[src/hdl/irfe_pkg.sv]
// types, constants and helpers shared by the ir frame encoder modules
`timescale 1ns / 1ps
package irfe_pkg;

  localparam int unsigned FIELD_WIDTH_DEF      = 16;
  localparam int unsigned UNIT_COUNT_WIDTH_DEF = 5;

  localparam int unsigned S_TDATA_W  = 40;
  localparam int unsigned M_TDATA_W  = 8;
  localparam int unsigned CFG_ADDR_W = 3;
  localparam int unsigned CFG_DATA_W = 5;

  localparam logic [2:0] NEC_ONE_UNITS  = 3'd4;
  localparam logic [2:0] SIRC_ONE_UNITS = 3'd3;
  localparam logic [2:0] ZERO_UNITS     = 3'd2;

  typedef enum logic [2:0] {
    SEG_HEAD_MARK  = 3'd0,
    SEG_HEAD_SPACE = 3'd1,
    SEG_FIELD_A    = 3'd2,
    SEG_FIELD_B    = 3'd3,
    SEG_FIELD_C    = 3'd4,
    SEG_FIELD_D    = 3'd5,
    SEG_TRAILER    = 3'd6,
    SEG_END        = 3'd7
  } seg_e;

  typedef enum logic [CFG_ADDR_W-1:0] {
    CFG_PROTOCOL_MODE = 3'd0,
    CFG_HDR_MARK      = 3'd1,
    CFG_HDR_GAP       = 3'd2,
    CFG_REPEAT_SPACE  = 3'd3,
    CFG_ADDRESS_BITS  = 3'd4,
    CFG_COMMAND_BITS  = 3'd5
  } cfg_idx_e;

  typedef struct packed {
    logic       sirc;
    logic [4:0] hdr_mark;
    logic [4:0] hdr_gap;
    logic [4:0] repeat_space;
    logic [4:0] address_bits;
    logic [4:0] command_bits;
  } cfg_t;

  localparam cfg_t CFG_RESET = '{
    sirc:         1'b0,
    hdr_mark:     5'd16,
    hdr_gap:      5'd8,
    repeat_space: 5'd4,
    address_bits: 5'd8,
    command_bits: 5'd8
  };

  function automatic logic is_field(seg_e s);
    return (s >= SEG_FIELD_A) && (s <= SEG_FIELD_D);
  endfunction

  // raw segment length: units for header and trailer, bits for fields
  function automatic logic [4:0] seg_len(seg_e s, cfg_t c, logic rep_latched);
    logic rep;
    logic [4:0] len;
    rep = rep_latched && !c.sirc;
    case (s)
      SEG_HEAD_MARK:  len = c.hdr_mark;
      SEG_HEAD_SPACE: len = rep ? c.repeat_space : c.hdr_gap;
      SEG_FIELD_A:    len = rep ? 5'd0 : (c.sirc ? c.command_bits : c.address_bits);
      SEG_FIELD_B:    len = rep ? 5'd0 : c.address_bits;
      SEG_FIELD_C:    len = (rep || c.sirc) ? 5'd0 : c.command_bits;
      SEG_FIELD_D:    len = (rep || c.sirc) ? 5'd0 : c.command_bits;
      SEG_TRAILER:    len = c.sirc ? 5'd0 : 5'd1;
      default:        len = 5'd0;
    endcase
    return len;
  endfunction

endpackage

[src/hdl/irfe_skip.sv]
// segment advance: leaves a finished segment and skips the empty ones after it
`timescale 1ns / 1ps
module irfe_skip import irfe_pkg::*; #(
  parameter int unsigned UNIT_COUNT_WIDTH = UNIT_COUNT_WIDTH_DEF
) (
  input  cfg_t                        cfg_i,
  input  logic                        rep_i,
  input  seg_e                        seg_i,
  input  logic [4:0]                  pos_i,
  input  logic [UNIT_COUNT_WIDTH-1:0] cnt_i,
  input  logic [1:0]                  phase_i,
  output seg_e                        seg_o,
  output logic [4:0]                  pos_o,
  output logic [UNIT_COUNT_WIDTH-1:0] cnt_o,
  output logic [1:0]                  phase_o
);

  localparam logic [7:0] UnitMax = 8'((1 << UNIT_COUNT_WIDTH) - 1);

  logic [6:0] nz;
  logic [4:0] len_raw;
  logic [7:0] len_ext;
  logic [7:0] len_sat;
  logic       keep;
  seg_e       nxt;

  always_comb begin
    for (int t = 0; t < 7; t++) begin
      nz[t] = seg_len(seg_e'(3'(t)), cfg_i, rep_i) != 5'd0;
    end
    len_raw = seg_len(seg_i, cfg_i, rep_i);
    len_ext = {3'b000, len_raw};
    // header and trailer lengths clip at what the unit counter can hold
    len_sat = (len_ext > UnitMax) ? UnitMax : len_ext;
    if (is_field(seg_i)) begin
      keep = pos_i < len_raw;
    end else begin
      keep = 8'(cnt_i) < len_sat;
    end
    nxt = SEG_END;
    for (int t = 6; t >= 0; t--) begin
      if ((3'(t) > seg_i) && nz[t]) begin
        nxt = seg_e'(3'(t));
      end
    end
  end

  always_comb begin
    if ((seg_i == SEG_END) || keep) begin
      seg_o   = seg_i;
      pos_o   = pos_i;
      cnt_o   = cnt_i;
      phase_o = phase_i;
    end else begin
      seg_o   = nxt;
      pos_o   = '0;
      cnt_o   = '0;
      phase_o = '0;
    end
  end

endmodule

[src/hdl/ir_remote_frame_encoder_core.sv]
// ir remote frame encoder top level: nec and sirc framing, one unit per tick word
//
// channel   dir  tdata (low bit up)                         tuser
// s_axis    in   address[15:0] command[31:16] repeat_req[32] action
// m_axis    out  mark[0] busy_res[1] frame_done[2] start_accepted[3]
// cfg       in   cfg_we_i / cfg_addr_i / cfg_wdata_i, one register per write
//
// every input word is handled combinationally: two segment-advance stages and the unit
// logic sit between the frame state and the result register
// a new word is taken each cycle while the result register is empty or drained
// a stalled result holds; input stalls only when the result register is full
// async reset clears frame state and loads register defaults, no clearing pass
`timescale 1ns / 1ps
module ir_remote_frame_encoder_core import irfe_pkg::*; #(
  parameter int unsigned FIELD_WIDTH      = FIELD_WIDTH_DEF,
  parameter int unsigned UNIT_COUNT_WIDTH = UNIT_COUNT_WIDTH_DEF
) (
  input  logic                  clk_i,
  input  logic                  rst_ni,
  input  logic                  s_axis_tvalid_i,
  output logic                  s_axis_tready_o,
  // address[15:0], command[31:16], repeat_req[32], zero fill
  input  logic [S_TDATA_W-1:0]  s_axis_tdata_i,
  // action[0]
  input  logic                  s_axis_tuser_i,
  output logic                  m_axis_tvalid_o,
  input  logic                  m_axis_tready_i,
  // mark[0], busy_res[1], frame_done[2], start_accepted[3], zero fill
  output logic [M_TDATA_W-1:0]  m_axis_tdata_o,
  input  logic                  cfg_we_i,
  input  logic [CFG_ADDR_W-1:0] cfg_addr_i,
  input  logic [CFG_DATA_W-1:0] cfg_wdata_i
);

  localparam int unsigned CW = UNIT_COUNT_WIDTH;
  localparam logic [6:0] FwLim = 7'(FIELD_WIDTH);

  cfg_t cfg_q, cfg_d;

  logic                   active_q, active_d;
  logic                   done_q, done_d;
  logic [FIELD_WIDTH-1:0] addr_q, addr_d;
  logic [FIELD_WIDTH-1:0] cmd_q, cmd_d;
  logic                   rep_q, rep_d;
  seg_e                   seg_q, seg_d;
  logic [4:0]             pos_q, pos_d;
  logic [CW-1:0]          cnt_q, cnt_d;
  logic [1:0]             phase_q, phase_d;

  logic                   out_valid_q, out_valid_d;
  logic [3:0]             out_data_q, out_data_d;

  logic accept;
  logic is_tick;

  // stage a inputs and outputs
  logic          a_rep;
  seg_e          a_seg_in, a_seg;
  logic [4:0]    a_pos_in, a_pos;
  logic [CW-1:0] a_cnt_in, a_cnt;
  logic [1:0]    a_phase_in, a_phase;

  // unit logic and stage b
  logic                   sirc;
  logic [FIELD_WIDTH-1:0] fsel, fval, fshift;
  logic                   finv, fbit;
  logic [2:0]             bunits;
  logic [1:0]             phase_inc;
  logic                   bit_end;
  logic                   unit_mark;
  seg_e                   b_seg_in, b_seg;
  logic [4:0]             b_pos_in, b_pos;
  logic [CW-1:0]          b_cnt_in, b_cnt;
  logic [1:0]             b_phase_in, b_phase;

  logic res_mark, res_done, res_acc;

  assign s_axis_tready_o = !out_valid_q || m_axis_tready_i;
  assign accept          = s_axis_tvalid_i && s_axis_tready_o;
  assign is_tick         = s_axis_tuser_i;
  assign sirc            = cfg_q.sirc;

  // while idle the stages see a fresh frame, while a frame runs they see the running one
  always_comb begin
    if (active_q) begin
      a_rep      = rep_q;
      a_seg_in   = seg_q;
      a_pos_in   = pos_q;
      a_cnt_in   = cnt_q;
      a_phase_in = phase_q;
    end else begin
      a_rep      = s_axis_tdata_i[32];
      a_seg_in   = SEG_HEAD_MARK;
      a_pos_in   = '0;
      a_cnt_in   = '0;
      a_phase_in = '0;
    end
  end

  irfe_skip #(.UNIT_COUNT_WIDTH(UNIT_COUNT_WIDTH)) u_skip_a (
    .cfg_i   (cfg_q),
    .rep_i   (a_rep),
    .seg_i   (a_seg_in),
    .pos_i   (a_pos_in),
    .cnt_i   (a_cnt_in),
    .phase_i (a_phase_in),
    .seg_o   (a_seg),
    .pos_o   (a_pos),
    .cnt_o   (a_cnt),
    .phase_o (a_phase)
  );

  // one unit of the current segment
  always_comb begin
    if (sirc) begin
      fsel = (a_seg == SEG_FIELD_A) ? cmd_q : addr_q;
      finv = 1'b0;
    end else begin
      fsel = (a_seg <= SEG_FIELD_B) ? addr_q : cmd_q;
      finv = (a_seg == SEG_FIELD_B) || (a_seg == SEG_FIELD_D);
    end
    fval   = finv ? ~fsel : fsel;
    fshift = fval >> a_pos;
    fbit   = fshift[0] && ({2'b00, a_pos} < FwLim);
    if (sirc) begin
      bunits = fbit ? SIRC_ONE_UNITS : ZERO_UNITS;
    end else begin
      bunits = fbit ? NEC_ONE_UNITS : ZERO_UNITS;
    end
    phase_inc = a_phase + 2'd1;
    bit_end   = (phase_inc == 2'd0) || ({1'b0, phase_inc} >= bunits);

    b_seg_in   = a_seg;
    b_pos_in   = a_pos;
    b_cnt_in   = a_cnt;
    b_phase_in = a_phase;
    if (is_field(a_seg)) begin
      // sirc one bit carries a second mark unit
      unit_mark  = (a_phase == 2'd0) || ((a_phase == 2'd1) && fbit && sirc);
      b_phase_in = bit_end ? 2'd0 : phase_inc;
      b_pos_in   = bit_end ? a_pos + 5'd1 : a_pos;
    end else begin
      unit_mark = a_seg != SEG_HEAD_SPACE;
      b_cnt_in  = a_cnt + CW'(1);
    end
  end

  irfe_skip #(.UNIT_COUNT_WIDTH(UNIT_COUNT_WIDTH)) u_skip_b (
    .cfg_i   (cfg_q),
    .rep_i   (rep_q),
    .seg_i   (b_seg_in),
    .pos_i   (b_pos_in),
    .cnt_i   (b_cnt_in),
    .phase_i (b_phase_in),
    .seg_o   (b_seg),
    .pos_o   (b_pos),
    .cnt_o   (b_cnt),
    .phase_o (b_phase)
  );

  // frame state update
  always_comb begin
    active_d = active_q;
    done_d   = done_q;
    addr_d   = addr_q;
    cmd_d    = cmd_q;
    rep_d    = rep_q;
    seg_d    = seg_q;
    pos_d    = pos_q;
    cnt_d    = cnt_q;
    phase_d  = phase_q;
    res_mark = 1'b0;
    res_done = 1'b0;
    res_acc  = 1'b0;
    if (accept) begin
      if (!is_tick) begin
        if (!active_q) begin
          res_acc  = 1'b1;
          active_d = 1'b1;
          done_d   = 1'b0;
          addr_d   = FIELD_WIDTH'(s_axis_tdata_i[15:0]);
          cmd_d    = FIELD_WIDTH'(s_axis_tdata_i[31:16]);
          rep_d    = s_axis_tdata_i[32];
          seg_d    = a_seg;
          pos_d    = a_pos;
          cnt_d    = a_cnt;
          phase_d  = a_phase;
        end
      end else if (active_q) begin
        if (a_seg == SEG_END) begin
          // empty frame: one space unit then done
          active_d = 1'b0;
          done_d   = 1'b1;
          seg_d    = a_seg;
          pos_d    = a_pos;
          cnt_d    = a_cnt;
          phase_d  = a_phase;
        end else begin
          res_mark = unit_mark;
          seg_d    = b_seg;
          pos_d    = b_pos;
          cnt_d    = b_cnt;
          phase_d  = b_phase;
          if (b_seg == SEG_END) begin
            active_d = 1'b0;
            done_d   = 1'b1;
          end
        end
      end else if (done_q) begin
        res_done = 1'b1;
        done_d   = 1'b0;
      end
    end
  end

  always_comb begin
    out_valid_d = out_valid_q;
    out_data_d  = out_data_q;
    if (accept) begin
      out_valid_d = 1'b1;
      out_data_d  = {res_acc, res_done, active_d, res_mark};
    end else if (m_axis_tready_i) begin
      out_valid_d = 1'b0;
    end
  end

  always_comb begin
    cfg_d = cfg_q;
    if (cfg_we_i) begin
      case (cfg_idx_e'(cfg_addr_i))
        CFG_PROTOCOL_MODE: cfg_d.sirc         = cfg_wdata_i[0];
        CFG_HDR_MARK:      cfg_d.hdr_mark     = cfg_wdata_i;
        CFG_HDR_GAP:       cfg_d.hdr_gap      = cfg_wdata_i;
        CFG_REPEAT_SPACE:  cfg_d.repeat_space = cfg_wdata_i;
        CFG_ADDRESS_BITS:  cfg_d.address_bits = cfg_wdata_i;
        CFG_COMMAND_BITS:  cfg_d.command_bits = cfg_wdata_i;
        default:           cfg_d = cfg_q;
      endcase
    end
  end

  always_ff @(posedge clk_i or negedge rst_ni) begin
    if (!rst_ni) begin
      cfg_q       <= CFG_RESET;
      active_q    <= 1'b0;
      done_q      <= 1'b0;
      addr_q      <= '0;
      cmd_q       <= '0;
      rep_q       <= 1'b0;
      seg_q       <= SEG_HEAD_MARK;
      pos_q       <= '0;
      cnt_q       <= '0;
      phase_q     <= '0;
      out_valid_q <= 1'b0;
    end else begin
      cfg_q       <= cfg_d;
      active_q    <= active_d;
      done_q      <= done_d;
      addr_q      <= addr_d;
      cmd_q       <= cmd_d;
      rep_q       <= rep_d;
      seg_q       <= seg_d;
      pos_q       <= pos_d;
      cnt_q       <= cnt_d;
      phase_q     <= phase_d;
      out_valid_q <= out_valid_d;
    end
  end

  always_ff @(posedge clk_i) begin
    out_data_q <= out_data_d;
  end

  assign m_axis_tvalid_o = out_valid_q;
  assign m_axis_tdata_o  = {{(M_TDATA_W - 4){1'b0}}, out_data_q};

endmodule

[config.mk]
export PLATFORM = sky130hd
export DESIGN_NAME = ir_remote_frame_encoder_core
export DESIGN_NICKNAME = d
export VERILOG_FILES = /design/src/hdl/irfe_pkg.sv /design/src/hdl/irfe_skip.sv /design/src/hdl/ir_remote_frame_encoder_core.sv
export SDC_FILE = /design/constraint.sdc
export NUM_CORES = 1
export LEC_CHECK = 0
export BUFFER_PORTS_ARGS = -buffer_cell sky130_fd_sc_hd__buf_2
export CAP_MARGIN = 30
export CELL_PAD_IN_SITES_DETAIL_PLACEMENT = 1
export CELL_PAD_IN_SITES_GLOBAL_PLACEMENT = 1
export CORE_UTILIZATION = 30
export DETAILED_ROUTE_END_ITERATION = 10
export GPL_TIMING_DRIVEN = 0
export PLACE_DENSITY = 0.67
export SLEW_MARGIN = 30
export SYNTH_ARGS = -nofsm -noshare
export SYNTH_HDL_FRONTEND = slang
export SYNTH_SLANG_ARGS = --single-unit
[constraint.sdc]
create_clock -name clk_i -period 8.4 [get_ports clk_i]
set_clock_uncertainty 0.15 [all_clocks]
set_input_delay 0.84 -clock clk_i [delete_from_list [all_inputs] [get_ports clk_i]]
set_output_delay 0.84 -clock clk_i [all_outputs]
set_load 0.05 [all_outputs]
After elaboration in Yosys (flattened, before gate mapping)
Cells that the tools add are included.
{ "op_classes": {"reduce_logical": 62, "shift": 1, "n_bitwise": 3, "addsub": 3, "muxes": 85, "eq_ne": 25, "n_lt_le_gt_ge": 25} }
{ "ops": {"columns": ["operator", "count"], "rows": [
  ["$mux W5", 26],
  ["$mux W16", 4],
  ["$pmux W5 S6", 2],
  ["$mux W3", 17],
  ["$reduce_bool A5 Y1", 10],
  ["$eq A3 B3 Y1 const B", 11],
  ["$mux W2", 13],
  ["$mux W1", 23],
  ["$logic_and A1 B1 Y1", 22],
  ["$lt A5 B5 Y1", 4],
  ["$eq A3 B2 Y1 const B", 6],
  ["$gt A3 B3 Y1 const A", 6],
  ["$not A16 Y16", 1],
  ["$shr A16 B5 Y1", 1],
  ["$reduce_and A2 Y1", 7],
  ["$gt A1 B3 Y1 const A", 4],
  ["$gt A2 B3 Y1 const A", 4],
  ["$add A5 B1 Y5 const B", 2],
  ["$eq A3 B1 Y1 const B", 3],
  ["$logic_not A3 Y1", 3],
  ["$reduce_and A3 Y1", 3],
  ["$logic_or A1 B1 Y1", 8],
  ["$ge A3 B2 Y1 const B", 2],
  ["$le A3 B3 Y1 const B", 2],
  ["14 further kinds", 20]
]} }
{ "word_totals": {"word_cells": 224, "output_inout_bits": 10, "regBits": 81} }

Depth between registers and ports, before layout
{ "logic_depth": {"ltp_word": 36, "ltp_mapped": 41, "mapped_depth_nobuf": 38} }

Hierarchy
A second synthesis with hierarchy kept.
{ "unflattened": {"cells_unflattened": 671, "area_unflattened_um2": 6322.3} }
{ "by_module_without_submodules": {"columns": ["mod", "seq_area_each_um2", "cells_per_inst", "instances", "area_per_inst_um2"], "rows": [
  ["ir_remote_frame_encoder_core", 2053.2, 402, 1, 4509.3],
  ["irfe_skip (u_skip_a)", 0.0, 135, 1, 907.1],
  ["irfe_skip (u_skip_b)", 0.0, 134, 1, 905.9]
]} }

Worst setup path after synthesis
No wires, ideal clock.
{ "synth_timing": {"path_kind": "input -> register", "startpoint": "input port s_axis_tdata_i[32]", "endpoint": "register done_q", "t_arrival_ns": 8.150, "setup_time_ns": 0.128, "stages": 35, "setup_slack_ns": -0.028, "t_required_ns": 8.122, "cell_sequence": "mux2i_1 nor2_1 mux2_2 a222oi_1 nand2_1 nand2_1 ha_1 a211oi_1 o21ai_0 a211oi_4 o32a_4 nor2_2 mux2_2 clkinv_2 ha_1 nand2_1 a2bb2oi_1 mux2i_1 a31oi_1 or2_2 ha_1 a21oi_1 o31ai_1 and3_1 and3_1 xnor2_1 nor2_1 ha_1 nand4_1 a31oi_1 o21ai_1 o31ai_4 nand4_2 a311oi_1 mux2_1"} }
{ "synth_via": {"elab_chain_cells": 33, "elab_cells_between_ends": 99, "classes_between": "add/sub (3); order compare (16); eq/ne (9); shift (1); mux (41); bitwise (1); reduce/logical (28)"} }
{ "synth_lines": {"columns": ["element", "line_no", "rtl"], "rows": [
  ["start: declaration", "ir_remote_frame_encoder_core.sv:23", "input logic [S_TDATA_W-1:0] s_axis_tdata_i,"],
  ["$mux W1 (*)", null, null],
  ["$logic_and A1 B1 Y1 (*)", null, null],
  ["$logic_or A1 B1 Y1", "irfe_pkg.sv:69, irfe_pkg.sv:70", null],
  ["$mux W5", "irfe_pkg.sv:69, irfe_pkg.sv:70", null],
  ["$reduce_bool A5 Y1", "irfe_skip.sv:29", "nz[t] = seg_len(seg_e'(3'(t)), cfg_i, rep_i) != 5'd0;"],
  ["$logic_and A1 B1 Y1", "irfe_skip.sv:42", "if ((3'(t) > seg_i) && nz[t]) begin"],
  ["$mux W2 (2 in series)", "irfe_skip.sv:42", null],
  ["$mux W3 (4 in series)", "irfe_skip.sv:42", null],
  ["(+13 left out)", null, null],
  ["$mux W5", "ir_remote_frame_encoder_core.sv:137", "if (is_field(a_seg)) begin"],
  ["$lt A5 B5 Y1", "irfe_skip.sv:36", "keep = pos_i < len_raw;"],
  ["$mux W1", "irfe_skip.sv:35", "if (is_field(seg_i)) begin"],
  ["$logic_or A1 B1 Y1", "irfe_skip.sv:49", "if ((seg_i == SEG_END) || keep) begin"],
  ["$mux W3", "irfe_skip.sv:49", null],
  ["$eq A3 B3 Y1", "ir_remote_frame_encoder_core.sv:204", "if (b_seg == SEG_END) begin"],
  ["$ne A3 B1 Y1 (no source line)", null, null],
  ["$reduce_and A3 Y1 (no source line)", null, null],
  ["end signal: assignment", "ir_remote_frame_encoder_core.sv:258", "done_q <= done_d;"],
  ["end: declaration", "ir_remote_frame_encoder_core.sv:41", "logic done_q, done_d;"]
]} }
Every way passes the cells marked *; elsewhere a longest branch is shown, timed or not.
A chain may end at the register's enable or synchronous reset.

Worst setup path in the final report
{ "layout_timing": {"startpoint": "register active_q", "endpoint": "register done_q"} }
{ "layout_via": {"elab_chain_cells": 33, "elab_cells_between_ends": 126, "classes_between": "add/sub (3); order compare (25); eq/ne (17); shift (1); mux (46); bitwise (1); reduce/logical (33)"} }
{ "layout_lines": {"columns": ["element", "line_no", "rtl"], "rows": [
  ["start: declaration", "ir_remote_frame_encoder_core.sv:40", "logic active_q, active_d;"],
  ["start signal: assignment", "ir_remote_frame_encoder_core.sv:257", "active_q <= active_d;"],
  ["branches (longest 33 deep; another with $lt A5 B5 Y1)", null, null]
]} }
Several ways; the timed one is not identified.

==> reports/summary.log <==
qor: setup_path.setup_cp_type reg2reg
qor: logic_synthesis.post_synth_num_cell_types 88
qor: die.chipWidth 145 um
qor: logic_synthesis.yosys_warnings 0
qor: clocking.insertion_delay 0.35 ns
qor: grt.grt_pass1_wl 32,700 um
qor: setup_path.timing.critical_path.from_type flop
qor: logic_synthesis.synth_enable_flop_cells 4
qor: logic_synthesis.yosysTopAreaCellShare 29.4%
qor: route.drt_pre_antenna_iters 5
qor: sta.post-route-min-period 8.11 ns
qor: logic_synthesis.synth.top_cells.by_area dfrtp_1, mux2_2, ha_1
qor: layout.fillerInstances 2,320
qor: placed_design.place_congestion 0.891
qor: die.core_region_area 0.0198 mm2
qor: logic_synthesis.synth_area_per_cell 9.30 um2
qor: logic_synthesis.synthDominantAreaCellType dfrtp_1
qor: logic_synthesis.ys_dominant_reg_cell dfrtp_1
qor: clocking.cts_made_buffers 9
qor: route.drc 0
qor: layout.design.final.nets 848
qor: sta.final-hold-violation-count 0
qor: placed_design.numPortBuffers 52
qor: layout.count_of_antenna_diodes_in_the_layout 0
qor: clocking.clkTransAtPathRegs 0.07 ns
qor: logic_synthesis.synthMostInstantiatedCell nand2_1
qor: setup_path.worst_ep_arrival_time 8.20 ns
qor: sta.drv_slew 0
qor: grt.grt_antenna_before_repair 0
qor: route.drt-initial-drc-count 422
qor: layout.drive_above_1_share 34.6%
qor: setup_path.cp_slowest_stage_delay 0.55 ns
qor: route.routed_wl 20,500 um
qor: clocking.cts_hold_repair.buffers 0
qor: grt.grt_start_max_net_pins 50
qor: setup_path.crit_path_max_fanout 7
qor: route.route.vias.total 5,659
qor: logic_synthesis.netlist_top_cells_count nand2_1, dfrtp_1, mux2_2
qor: logic_synthesis.async_reset_ff_share 95.1%
qor: setup_path.critPathTopFamily compound AO/OA/AOI/OAI gates
qor: logic_synthesis.synth-compound-area-share 19.9%
qor: setup_path.worst-endpoint-required 8.49 ns
qor: logic_synthesis.post_synthesis_share_of_cell_area_spent_on_xor_and_xnor_gates 1.14%
qor: sta.final.period_utilization 96.6%
qor: die.rows 51
qor: route.drt-wirelength-per-cell 20.0 um
qor: sta.slew_of_the_pin_with_the_lowest_slew_margin 0.867 ns
qor: logic_synthesis.synth_simple_gate_area_share 19.3%
qor: clocking.clock_tree_from_tritoncts yes
qor: setup_path.timing.critical_path.to_type flop
qor: die.total_die_area 0.0210 mm2
qor: grt.gr-usage-all-layers 19.8%
qor: placed_design.pre_cts_slack -2.13 ns
qor: route.drt.antenna.violating_nets 0
qor: logic_synthesis.synth_seq_cells 81
qor: logic_synthesis.synthesis.instances 660
qor: setup_path.slowest_stage mux4_2
qor: die.initial_utilization 31.0%
qor: clocking.htree_levels 3
qor: worst_hold_path.hold_path_class in2async
qor: grt.congestion_overflow_gr 0
qor: die.boundaryPins 64
qor: sta.finalSetupViolCount 0
qor: logic_synthesis.synth_fa_ha_area_share 7.95%
qor: grt.grt_pass1_vias 5,798
qor: die.die_y 145 um
qor: logic_synthesis.synth.mux.area_fraction 14.7%
qor: logic_synthesis.synth_top_family_by_area compound AO/OA/AOI/OAI gates
qor: sta.fmax 123 MHz
qor: layout.multiInputGateArea 0.00421 mm2
qor: placed_design.hpwlAfterDp 15,100 um
qor: layout.seq_area 0.00206 mm2
qor: flow_run.timing.max_cap.violations 0
qor: sta.slew-limit-headroom 41.7%
qor: clocking.cts.root.buffer_cell clkbuf_16
qor: logic_synthesis.synthesis.area 0.00614 mm2
qor: sta.totalNegativeSetupSlack 0 ns
qor: layout.utilization 38.9%
qor: layout.area_delta_synth_final 25.3%
qor: sta.finalWorstSetupSlack 0.289 ns
qor: clocking.cts_max_path_buffers 2
qor: logic_synthesis.synth_seq_area_share 33.5%
qor: route.number_of_vias_per_cell 5.52
qor: run_status.status finished clean
qor: clocking.cts.sink_count 81
qor: setup_path.worstPathBufferInverterCount 2
==> stage by stage <==
stage	std cells	hold slack, ns	cell area, um2
final	1025	0.216	7690
after global routing	1025	0.232	7690
after CTS	1010	0.223	7420
after detailed placement	981	0.323	6780
after global placement	980	0.310	6740
after floorplan	663	0.298	6150
==> routing by layer <==
layer  part of all wire [%]  routed length, um  vias up  global-route usage, %
met1                     48               9830     2852                   27.6
met2                     46               9400      134                   30.9
li1                       -                  -     2642                      -
met3                    4.0                812       31                   3.24
met5                      0                  0        -                      0
met4                    2.3                467        0                   6.33
==> final cells by class <==
class,instances,area share (%)
clock inverters,4,0.960
multi-input cells,534,54.8
well taps,265,4.31
flip-flops and latches,81,26.8
repair buffers,83,6.76
plain buffers,23,1.82
clock buffers,12,3.35
inverters,23,1.22
==> worst reg2reg max path, delay by kind of cell, from the launching register on <==
| family | cells | cell delay, ns |
|---|---|---|
| AO/OA/AOI/OAI | 12 | 2.76 |
| XOR/XNOR | 1 | 0.12 |
| adder cells (fa/ha/maj) | 3 | 0.79 |
| buffers and inverters | 2 | 0.23 |
| flip-flops | 1 | 0.48 |
| multiplexers | 4 | 1.47 |
| AND/OR/NAND/NOR | 12 | 1.99 |
==> state kept, by name, indices dropped and copies added (netlist names) <==
signal / flops
seg_q: 3
addr_q: 16
out_data_q: 4
cnt_q: 5
m_axis_tvalid_o: 1
done_q: 1
pos_q: 5
phase_q: 2
rep_q: 1
cmd_q: 16
active_q: 1
sirc: 1
cfg_q: 25
==> cell usage in the layout, fill, tap and decap left out, drive strengths merged, types with 14 or more instances in the layout <==
master	n
buf	97
nand2	87
dfrtp	72
mux2	69
o21ai	42
ha	39
nor2	39
a21oi	32
inv	22
nor3	22
clkbuf	21
nand3	15
and2	14
==> cell families (layout without fill, tap and decap cells) <==
kind of cell,count (synthesis),after routing
buffers and inverters,48,145
adder cells (fa/ha/maj),39,39
AND/OR/NAND/NOR,236,236
other,1,4
flip-flops,81,81
XOR/XNOR,8,8
AO/OA/AOI/OAI,167,167
multiplexers,80,80
==> path summary, 6_finish.rpt <==
path | endpoint | cells past startpoint | slack (ns) | startpoint
worst max-delay path | done_q$_DFFE_PN0P_ | 34 | 0.29 | active_q$_DFF_PN0_
worst min-delay path | phase_q[1]$_DFFE_PN0P_ | 1 | 0.22 | rst_ni
worst max register to register | done_q$_DFFE_PN0P_ | 34 | 0.29 | active_q$_DFF_PN0_
worst min register to register | done_q$_DFFE_PN0P_ | 1 | 0.34 | done_q$_DFFE_PN0P_
max in group asynchronous | cfg_q[8]$_DFFE_PN1P_ | 2 | 7.27 | rst_ni
min in group clk_i | done_q$_DFFE_PN0P_ | 1 | 0.34 | done_q$_DFFE_PN0P_
==> repair_timing <==
action                                  4_1_cts  5_1_grt
endpoints found under the setup margin       18       17
pin swaps                                    13       28
hold endpoints to repair                      0        0
resized for setup                            50       40
buffers inserted                             15       15
Power is left out: the tool's default activity adds up to more than one toggle a clock period on the data nets, which glitch-free logic cannot reach.
